### config.mk
export PLATFORM = sky130hd
export DESIGN_NAME = ring_reduce_progress_tracker_core
export DESIGN_NICKNAME = d
export VERILOG_FILES = /design/src/design/rrpt_pkg.sv /design/src/design/rrpt_ram.sv /design/src/design/ring_reduce_progress_tracker_core.sv
export SDC_FILE = /design/constraint.sdc
export NUM_CORES = 2
export LEC_CHECK = 0
export ABC_AREA = 1
export ABC_CLOCK_PERIOD_IN_PS = 11200
export BUFFER_PORTS_ARGS = -buffer_cell sky130_fd_sc_hd__buf_2
export CAP_MARGIN = 20
export CORE_MARGIN = 2
export CORE_UTILIZATION = 40
export CTS_CLUSTER_DIAMETER = 120
export DETAILED_ROUTE_END_ITERATION = 8
export PLACE_DENSITY = 0.61
export SYNTH_ARGS = -nofsm -noshare
export SYNTH_HDL_FRONTEND = slang
export SYNTH_HIERARCHICAL = 1
export SYNTH_SLANG_ARGS = --single-unit
### constraint.sdc
create_clock -name clk_i -period 11.2 [get_ports clk_i]
set_input_delay 2.24 -clock clk_i [delete_from_list [all_inputs] [get_ports clk_i]]
set_output_delay 2.24 -clock clk_i [all_outputs]
set_load 0.005 [all_outputs]
### src/design/rrpt_pkg.sv
`timescale 1ns / 1ps
`default_nettype none
// ----------------------------------------------------------------------------
// rrpt_pkg
// shared types and constants of the ring reduce progress tracker
// ----------------------------------------------------------------------------
package rrpt_pkg;

  localparam int unsigned MaxRanks  = 64;
  localparam int unsigned RankW     = $clog2(MaxRanks);
  localparam int unsigned RingW     = 7;
  localparam int unsigned BytesW    = 32;
  localparam int unsigned FlowW     = 16;
  localparam int unsigned StepW     = 6;
  localparam int unsigned EntryW    = BytesW + StepW;
  localparam int unsigned CfgDataW  = 32;

  // input opcodes
  typedef enum logic [1:0] {
    OP_START  = 2'd0,
    OP_DATA   = 2'd1,
    OP_OTHER  = 2'd2,
    OP_UNUSED = 2'd3
  } opcode_e;

  // configuration register indexes
  typedef enum logic [1:0] {
    CFG_NUM_RANKS  = 2'd0,
    CFG_SEGMENT    = 2'd1,
    CFG_ROOT_RANK  = 2'd2,
    CFG_BASE_FLOW  = 2'd3
  } cfg_idx_e;

  typedef enum logic [1:0] {
    PH_IDLE    = 2'd0,
    PH_RUNNING = 2'd1,
    PH_DONE    = 2'd2
  } phase_e;

  typedef enum logic [2:0] {
    ST_IDLE,
    ST_START,
    ST_MOD,
    ST_ROOT_RD,
    ST_ROOT_CHK,
    ST_EMIT
  } state_e;

  // event codes of a result
  localparam logic EV_SEND     = 1'b0;
  localparam logic EV_COMPLETE = 1'b1;

  // one entry of the per-rank store
  typedef struct packed {
    logic [BytesW-1:0] bytes;
    logic [StepW-1:0]  steps;
  } entry_t;

endpackage
`default_nettype wire

### src/design/rrpt_ram.sv
`timescale 1ns / 1ps
`default_nettype none
// ----------------------------------------------------------------------------
// rrpt_ram
// generic single write, single read ram with registered read data
// ----------------------------------------------------------------------------
module rrpt_ram #(
  parameter int unsigned WIDTH = 8,
  parameter int unsigned DEPTH = 64
) (
  input  wire logic                     clk_i,
  input  wire logic                     we_i,
  input  wire logic [$clog2(DEPTH)-1:0] waddr_i,
  input  wire logic [WIDTH-1:0]         wdata_i,
  input  wire logic [$clog2(DEPTH)-1:0] raddr_i,
  output      logic [WIDTH-1:0]         rdata_o
);

  logic [WIDTH-1:0] mem_q [DEPTH];

  always_ff @(posedge clk_i) begin
    if (we_i) begin
      mem_q[waddr_i] <= wdata_i;
    end
    rdata_o <= mem_q[raddr_i];
  end

endmodule
`default_nettype wire

### src/design/ring_reduce_progress_tracker_core.sv
`timescale 1ns / 1ps
`default_nettype none
// ----------------------------------------------------------------------------
// ring_reduce_progress_tracker_core
// follows a ring reduce: per-rank byte counters and step counts in one ram,
// emits send commands per step and one completion when the root finishes
// ----------------------------------------------------------------------------
//  channel   direction  handshake                 payload
//  in        sink       in_valid_i / in_ready_o   opcode, dest_rank, effective_bytes,
//                                                 packet_bytes
//  out       source     out_valid_o / out_ready_i event_res, sender_rank, target_rank,
//                                                 step_index, flow_id, last_of_run
//  cfg       sink       cfg_valid_i / cfg_ready_o cfg_index_i, cfg_data_i
//
//  flow: a data packet is read from the ram on acceptance, then modified and
//  written back, then emitted if it owes a result; a rank that finishes with
//  the root inside the ring first reads and checks the root entry through the
//  same ram port. a start walks the ring, one send a cycle while out is free.
//  reset: the per-entry valid bits clear at once, so no clearing pass is needed;
//  a start clears them the same way.
//  stalls: a held result blocks the next result load, and input while the fsm waits
//  to load it; the output register parts the two sides. the config port is always ready.
// ----------------------------------------------------------------------------
module ring_reduce_progress_tracker_core
  import rrpt_pkg::*;
(
  input  wire logic                clk_i,
  input  wire logic                rst_ni,
  // input items
  input  wire logic                in_valid_i,
  output      logic                in_ready_o,
  input  wire logic [1:0]          opcode_i,
  input  wire logic [RankW-1:0]    dest_rank_i,
  input  wire logic [BytesW-1:0]   effective_bytes_i,
  input  wire logic [BytesW-1:0]   packet_bytes_i,
  // results
  output      logic                out_valid_o,
  input  wire logic                out_ready_i,
  output      logic                event_res_o,
  output      logic [RankW-1:0]    sender_rank_o,
  output      logic [RankW-1:0]    target_rank_o,
  output      logic [StepW-1:0]    step_index_o,
  output      logic [FlowW-1:0]    flow_id_o,
  output      logic                last_of_run_o,
  // configuration writes
  input  wire logic                cfg_valid_i,
  output      logic                cfg_ready_o,
  input  wire logic [1:0]          cfg_index_i,
  input  wire logic [CfgDataW-1:0] cfg_data_i
);

  // configuration registers
  logic [RingW-1:0]  num_ranks_q;
  logic [BytesW-1:0] segment_q;
  logic [RankW-1:0]  root_rank_q;
  logic [FlowW-1:0]  base_flow_q;

  // control
  state_e state_q, state_d;
  phase_e phase_q, phase_d;
  logic [MaxRanks-1:0] vld_q, vld_d;
  logic [RankW-1:0]    cnt_q, cnt_d;
  logic [StepW-1:0]    step_q, step_d;
  logic                emit_done_q, emit_done_d;

  // captured item
  logic [RankW-1:0]  dest_q, dest_d;
  logic [BytesW-1:0] eff_q, eff_d;
  logic [BytesW-1:0] pkt_q, pkt_d;

  // result register
  logic              out_valid_q, out_valid_d;
  logic              ev_q, ev_d;
  logic [RankW-1:0]  snd_q, snd_d;
  logic [RankW-1:0]  tgt_q, tgt_d;
  logic [StepW-1:0]  ostep_q, ostep_d;
  logic [FlowW-1:0]  flow_q, flow_d;
  logic              last_q, last_d;

  // ram port
  logic              ram_we;
  logic [RankW-1:0]  ram_waddr;
  entry_t            ram_wdata;
  logic [RankW-1:0]  ram_raddr;
  entry_t            ram_rdata;

  logic              in_xfer;
  logic              out_free;
  logic              out_load;
  logic [RingW-1:0]  ring_n;
  logic [StepW-1:0]  total;

  // datapath terms of the modify step
  entry_t            cur;
  logic [StepW-1:0]  root_steps;
  logic              rank_done;
  logic [BytesW-1:0] add_bytes;
  logic [BytesW:0]   sum_wide;
  logic [BytesW-1:0] sum_sat;
  logic              seg_hit;
  logic [StepW-1:0]  next_step;
  logic              root_in_ring;
  logic              start_last;

  // send fields built for the result register
  logic [RankW-1:0]  s_rank;
  logic [StepW-1:0]  s_step;
  logic [RankW-1:0]  s_tgt;

  // ring size clamped to [2, MaxRanks]
  always_comb begin
    if (num_ranks_q < RingW'(2)) begin
      ring_n = RingW'(2);
    end else if (num_ranks_q > RingW'(MaxRanks)) begin
      ring_n = RingW'(MaxRanks);
    end else begin
      ring_n = num_ranks_q;
    end
  end
  assign total = StepW'(ring_n - RingW'(1));

  assign in_ready_o  = (state_q == ST_IDLE);
  assign in_xfer     = in_valid_i && in_ready_o;
  assign cfg_ready_o = 1'b1;
  assign out_free    = !out_valid_q || out_ready_i;

  // config writes
  always_ff @(posedge clk_i or negedge rst_ni) begin
    if (!rst_ni) begin
      num_ranks_q <= RingW'(2);
      segment_q   <= BytesW'(1);
      root_rank_q <= '0;
      base_flow_q <= FlowW'(1);
    end else if (cfg_valid_i && cfg_ready_o) begin
      unique case (cfg_idx_e'(cfg_index_i))
        CFG_NUM_RANKS: num_ranks_q <= cfg_data_i[RingW-1:0];
        CFG_SEGMENT:   segment_q   <= cfg_data_i[BytesW-1:0];
        CFG_ROOT_RANK: root_rank_q <= cfg_data_i[RankW-1:0];
        CFG_BASE_FLOW: base_flow_q <= cfg_data_i[FlowW-1:0];
      endcase
    end
  end

  // per-rank store: byte counter and step count
  rrpt_ram #(
    .WIDTH(EntryW),
    .DEPTH(MaxRanks)
  ) u_rank_ram (
    .clk_i  (clk_i),
    .we_i   (ram_we),
    .waddr_i(ram_waddr),
    .wdata_i(ram_wdata),
    .raddr_i(ram_raddr),
    .rdata_o(ram_rdata)
  );

  // entries never written since the last clear read as zero
  assign cur        = vld_q[dest_q] ? ram_rdata : '0;
  assign root_steps = vld_q[root_rank_q] ? ram_rdata.steps : '0;
  assign rank_done  = cur.steps >= total;
  assign add_bytes  = (eff_q == '0) ? pkt_q : eff_q;
  assign sum_wide   = {1'b0, cur.bytes} + {1'b0, add_bytes};
  assign sum_sat    = sum_wide[BytesW] ? '1 : sum_wide[BytesW-1:0];
  assign seg_hit    = sum_sat >= segment_q;
  assign next_step  = cur.steps + StepW'(1);
  assign root_in_ring = {1'b0, root_rank_q} < ring_n;
  assign start_last   = ({1'b0, cnt_q} == (ring_n - RingW'(1)));

  // next state
  always_comb begin
    state_d = state_q;
    unique case (state_q)
      ST_IDLE: begin
        if (in_xfer) begin
          if (opcode_e'(opcode_i) == OP_START) begin
            state_d = ST_START;
          end else if (opcode_e'(opcode_i) == OP_DATA && phase_q == PH_RUNNING &&
                       {1'b0, dest_rank_i} < ring_n) begin
            state_d = ST_MOD;
          end
        end
      end
      ST_START: begin
        if (out_free && start_last) begin
          state_d = ST_IDLE;
        end
      end
      ST_MOD: begin
        priority if (rank_done || !seg_hit) begin
          state_d = ST_IDLE;
        end else if (next_step < total) begin
          state_d = ST_EMIT;
        end else if (root_in_ring) begin
          state_d = ST_ROOT_RD;
        end else begin
          state_d = ST_IDLE;
        end
      end
      ST_ROOT_RD: state_d = ST_ROOT_CHK;
      ST_ROOT_CHK: begin
        state_d = (root_steps >= total) ? ST_EMIT : ST_IDLE;
      end
      ST_EMIT: begin
        if (out_free) begin
          state_d = ST_IDLE;
        end
      end
      default: state_d = ST_IDLE;
    endcase
  end

  // send fields: start walks the ring counter, a packet uses its rank
  assign s_rank = (state_q == ST_START) ? cnt_q : dest_q;
  assign s_step = (state_q == ST_START) ? '0 : step_q;
  assign s_tgt  = (s_rank == '0) ? RankW'(ring_n - RingW'(1)) : s_rank - RankW'(1);

  // datapath, ram control and result loads
  always_comb begin
    phase_d     = phase_q;
    vld_d       = vld_q;
    cnt_d       = cnt_q;
    step_d      = step_q;
    emit_done_d = emit_done_q;
    dest_d      = dest_q;
    eff_d       = eff_q;
    pkt_d       = pkt_q;
    ram_we      = 1'b0;
    ram_waddr   = dest_q;
    ram_wdata   = '0;
    ram_raddr   = dest_rank_i;
    out_load    = 1'b0;
    ev_d        = EV_SEND;
    snd_d       = s_rank;
    tgt_d       = s_tgt;
    ostep_d     = s_step;
    flow_d      = base_flow_q + FlowW'(s_step);
    last_d      = 1'b1;

    unique case (state_q)
      ST_IDLE: begin
        if (in_xfer) begin
          dest_d = dest_rank_i;
          eff_d  = effective_bytes_i;
          pkt_d  = packet_bytes_i;
          if (opcode_e'(opcode_i) == OP_START) begin
            vld_d   = '0;
            phase_d = PH_RUNNING;
            cnt_d   = '0;
          end
        end
      end
      ST_START: begin
        if (out_free) begin
          out_load = 1'b1;
          last_d   = start_last;
          cnt_d    = cnt_q + RankW'(1);
        end
      end
      ST_MOD: begin
        if (!rank_done) begin
          ram_we        = 1'b1;
          vld_d[dest_q] = 1'b1;
          if (seg_hit) begin
            ram_wdata.bytes = '0;
            ram_wdata.steps = next_step;
            step_d          = next_step;
            emit_done_d     = 1'b0;
          end else begin
            ram_wdata.bytes = sum_sat;
            ram_wdata.steps = cur.steps;
          end
        end
      end
      ST_ROOT_RD: begin
        ram_raddr = root_rank_q;
      end
      ST_ROOT_CHK: begin
        if (root_steps >= total) begin
          phase_d     = PH_DONE;
          emit_done_d = 1'b1;
        end
      end
      ST_EMIT: begin
        if (out_free) begin
          out_load = 1'b1;
          if (emit_done_q) begin
            ev_d    = EV_COMPLETE;
            snd_d   = '0;
            tgt_d   = '0;
            ostep_d = '0;
            flow_d  = '0;
          end
        end
      end
      default: ;
    endcase
  end

  assign out_valid_d = out_load ? 1'b1 : (out_ready_i ? 1'b0 : out_valid_q);

  always_ff @(posedge clk_i or negedge rst_ni) begin
    if (!rst_ni) begin
      state_q     <= ST_IDLE;
      phase_q     <= PH_IDLE;
      vld_q       <= '0;
      cnt_q       <= '0;
      emit_done_q <= 1'b0;
      out_valid_q <= 1'b0;
    end else begin
      state_q     <= state_d;
      phase_q     <= phase_d;
      vld_q       <= vld_d;
      cnt_q       <= cnt_d;
      emit_done_q <= emit_done_d;
      out_valid_q <= out_valid_d;
    end
  end

  // payload registers
  always_ff @(posedge clk_i) begin
    step_q <= step_d;
    dest_q <= dest_d;
    eff_q  <= eff_d;
    pkt_q  <= pkt_d;
    if (out_load) begin
      ev_q    <= ev_d;
      snd_q   <= snd_d;
      tgt_q   <= tgt_d;
      ostep_q <= ostep_d;
      flow_q  <= flow_d;
      last_q  <= last_d;
    end
  end

  assign out_valid_o   = out_valid_q;
  assign event_res_o   = ev_q;
  assign sender_rank_o = snd_q;
  assign target_rank_o = tgt_q;
  assign step_index_o  = ostep_q;
  assign flow_id_o     = flow_q;
  assign last_of_run_o = last_q;

  // checks
  a_we_only_in_mod: assert property (@(posedge clk_i) disable iff (!rst_ni)
    ram_we |-> state_q == ST_MOD)
    else $error("ram written outside the modify step");

  a_start_runs: assert property (@(posedge clk_i) disable iff (!rst_ni)
    (in_xfer && opcode_e'(opcode_i) == OP_START) |=> phase_q == PH_RUNNING && vld_q == '0)
    else $error("start did not clear the store and enter running");

  a_complete_phase: assert property (@(posedge clk_i) disable iff (!rst_ni)
    (out_load && ev_d == EV_COMPLETE) |-> phase_q == PH_DONE)
    else $error("completion emitted while not done");

  a_start_cnt: assert property (@(posedge clk_i) disable iff (!rst_ni)
    state_q == ST_START |-> {1'b0, cnt_q} < ring_n)
    else $error("start walk ran past the ring size");

endmodule
`default_nettype wire

==> flow_metrics.env <==
export IMPL_cts_buffers=284
export IMPL_dp_slack_ns=1.76
export IMPL_tightest_slew_ns=1.21
export IMPL_min_period_over_period_pct=85.5
export IMPL_min_from="phase_q[1]"
export IMPL_ios=150
export IMPL_place_inst=13600
export IMPL_setup_viol=0
export IMPL_drive_above_1_share_pct=8.36
export IMPL_end_kind="flop"
export IMPL_syn_inst=10100
export IMPL_cp_buffers_inverters=8
export IMPL_design_core_area_um2=283000
export IMPL_ys_ff_latch=2720
export IMPL_grt_max_degree=221
export IMPL_antenna_found_initial=3
export IMPL_clk_root_buffer_cell="clkbuf_16"
export IMPL_yosysSeqAreaShare_pct=70.8
export IMPL_cap_violations=0
export IMPL_gp_congestion=0.885
export IMPL_yosys_area_top_type_share_pct=67.1
export IMPL_power_leakage_nw=47.5
export IMPL_path_class="reg -> reg"
export IMPL_setup_slack_ns=1.62
export IMPL_ir_worst_vdd_uv=171
export IMPL_min_to="phase_q[1]"
export IMPL_grt_pass1_wl_um=523000
export IMPL_worstSkewPairLatency_ns=0.88
export IMPL_cts_tree="built"
export IMPL_firstDrtPassIters=8
export IMPL_synth_compound_area_share_pct=2.01
export IMPL_cp_top_family="simple AND/OR/NAND/NOR gates"
export IMPL_max_stage_delay_ns=0.95
export IMPL_syn_to_final_growth_pct=12.6
export IMPL_synth_distinct_cells=54
export IMPL_fin_skew_ns=0.0425
export IMPL_worstReg2RegStart="dest_q[1]"
export IMPL_reg2regPathDepth=37
export IMPL_start_kind="flop"
export IMPL_final_min_clock_period_ns=9.58
export IMPL_drc=0
export IMPL_fp_dieH_um=537
export IMPL_die_x_um=537
export IMPL_routedWlPerCell_um=25.8
export IMPL_synth_adder_area_share_pct=1.17
export IMPL_yosys_most_used_dff="edfxtp_1"
export IMPL_finalNonFillerCells=14100
export IMPL_r2r_slack_ns=1.62
export IMPL_h_tree_depth=5
export IMPL_die_area_um2=289000
export IMPL_arrival_ns=10.20
export IMPL_synthMuxAreaShare_pct=0.00989
export IMPL_start_util_pct=40.3
export IMPL_path_common_cell="nand2_1"
export IMPL_track_usage_pct=24.5
export IMPL_fmax_mhz=104
export IMPL_hp_class="reg -> reg"
export IMPL_final_nets=10300
export IMPL_wl_um=364000
export IMPL_vias=80700
export IMPL_drtIter0Drc=11300
export IMPL_cp_depth=37
export IMPL_r2r_end="u_rank_ram/mem_q[34][25]"
export IMPL_viasPerCell=5.73
export IMPL_cts_resized=0
export IMPL_postLayoutCellArea_um2=128000
export IMPL_detail_route_antenna_nets=0
export IMPL_placementRows=195
export IMPL_synth_area_leader_cell="edfxtp_1"
export IMPL_status="complete, no violations"
export IMPL_synthesis_area_um2=114000
export IMPL_hold_viol=0
export IMPL_synth_area_leaders="edfxtp_1 67%, nand3_1 10%, nand2_1 10%"
export IMPL_postCtsHoldBufs=0
export IMPL_clock_path_buffers=4
export IMPL_worst_slew_margin_rel_pct=19.2
export IMPL_async_flop_share_pct=5.07
export IMPL_cts_sinks=2720
export IMPL_hpwl_um=189000
export IMPL_rsz0062_at_grt="false"
export IMPL_synth_nets=10300
export IMPL_synth_enable_flop_cells=2544
export IMPL_post_cts_buffers=0
export IMPL_io_buffers=148
export IMPL_grt_pass1_vias=75100
export IMPL_hold_depth=2
export IMPL_power_density_nw_per_um2=205
export IMPL_setup_tns_final_ns=0
export IMPL_synthSimpleGateAreaFrac_pct=22.2
export IMPL_grt_overflow=0
export IMPL_placed_cell_area_um2=119000
export IMPL_synth_warnings=6
export IMPL_required_ns=11.82
export IMPL_synth_xor_area_share_pct=0.230
export IMPL_cp_max_fo=35
export IMPL_drv_slew=0
export IMPL_avgSynthCellArea_um2=11.3
export IMPL_path_clk_slew_ns=0.06
export IMPL_synth_top_family_by_area="simple AND/OR/NAND/NOR gates"
export IMPL_cpMaxStageDelayCell="edfxtp_1"
tightest hold or removal path, stage by stage (launching register included):
cell and delay (ns):
dfrtp_1 0.34, nand2_1 0.05, nand2_1 0.05
state kept, by name (all words and copies together), names as in the netlist, 2 cells and up:
signal and cells:
step_q 6, cnt_q 6, num_ranks_q 7, segment_q 32, step_index_o 6, flow_id_o 16, pkt_q 32, target_rank_o 6
phase_q 2, root_rank_q 6, dest_q 6, eff_q 32, u_rank_ram/mem_q 2432, base_flow_q 16, state_q 3, u_rank_ram/rdata_o 38
vld_q 64, sender_rank_o 6
synth_stat cells, types with 20 or more instances:
library cell / n
edfxtp_1: 2544
nand3_1: 2382
buf_2: 262
buf_1: 71
o211ai_1: 20
nand2_1: 3097
inv_1: 342
buf_4: 27
nand4_1: 34
a21oi_1: 184
o21ai_0: 159
dfrtp_1: 135
dfxtp_1: 38
ha_1: 103
clkbuf_1: 237
xor2_1: 22
nor2_1: 302
power breakdown:
| part | internal (mW) | switching (mW) |
|---|---|---|
| combinational | 1.19 | 3.72 |
| clock | 5.36 | 3.91 |
| sequential | 11.9 | 0.139 |
| total | 18.4 | 7.77 |
cells in the final DEF (no fill, tap or decap), types with 6 or more instances in the layout:
master	count
nand2_1	3095
edfxtp_1	2544
nand3_1	2381
inv_1	340
clkbuf_16	299
nor2_1	215
a21oi_1	182
buf_4	158
o21ai_0	152
buf_2	147
dfrtp_1	135
ha_1	103
nor2_4	89
clkbuf_1	65
clkinv_1	59
dfxtp_1	38
nand4_1	34
clkinv_2	34
buf_12	26
xor2_1	22
o211ai_1	20
bufinv_16	20
o21ai_1	16
nor3_1	15
inv_2	10
nor3_2	8
clkinvlp_4	8
nor4_2	8
nor4_1	7
a31oi_1	7
o21ai_4	7
o21a_1	6
o21bai_1	6
xnor2_1	6
worst max path at each step:
stage,start,slack [ns],endpoint
after floorplan,dest_q[0],3.08,u_rank_ram/mem_q[0][1]
after global placement,dest_q[1],1.73,u_rank_ram/mem_q[47][22]
after detailed placement,dest_q[1],1.76,u_rank_ram/mem_q[38][27]
after CTS,dest_q[1],1.75,u_rank_ram/mem_q[34][27]
after global routing,dest_q[1],1.11,u_rank_ram/mem_q[37][25]
final,dest_q[1],1.62,u_rank_ram/mem_q[34][25]
metrics by stage:
| step | hold slack [ns] | power, mW | utilization, % |
|---|---|---|---|
| after floorplan | 0.443 | 15.2 | - |
| after global placement | 0.469 | 17.0 | 42.1 |
| after detailed placement | 0.461 | 17.1 | 42.2 |
| after CTS | 0.476 | 26.3 | 45.3 |
| after global routing | 0.514 | 27.2 | 45.4 |
| final | 0.474 | 26.2 | 45.4 |
layer usage:
metal / up-vias / part of all wire, % / global-route usage, % / wire length, um
li1: 35500 / - / - / -
met4: 0 / 3.8 / 8.39 / 13700
met1: 39900 / 40 / 34.8 / 147000
met2: 4494 / 46 / 38.8 / 168000
met3: 763 / 9.6 / 3.47 / 34900
met5: - / 0 / 0 / 0
layout make-up:
cell class                      count  area [um^2]
Tap cell                         3743         4680
Fill cell                       25600       154000
Clock inverter                    126         1140
Timing Repair Buffer              332         2450
Antenna cell                        1         2.50
Multi-Input combinational cell   6433        30100
Clock buffer                      369         7790
Sequential cell                  2720        80600
Inverter                          361         1390
kinds of logic after synthesis:
| kind of cell | Yosys count |
|---|---|
| AOI/OAI and AO/OA | 425 |
| xor gates and xnor gates | 29 |
| adders and majority gates | 105 |
| buffers and inverters | 958 |
| DFF | 2720 |
| muxes | 1 |
| other | 1 |
| and+or+nand+nor | 5872 |
Note: power is estimated with default switching activity, not from simulation.
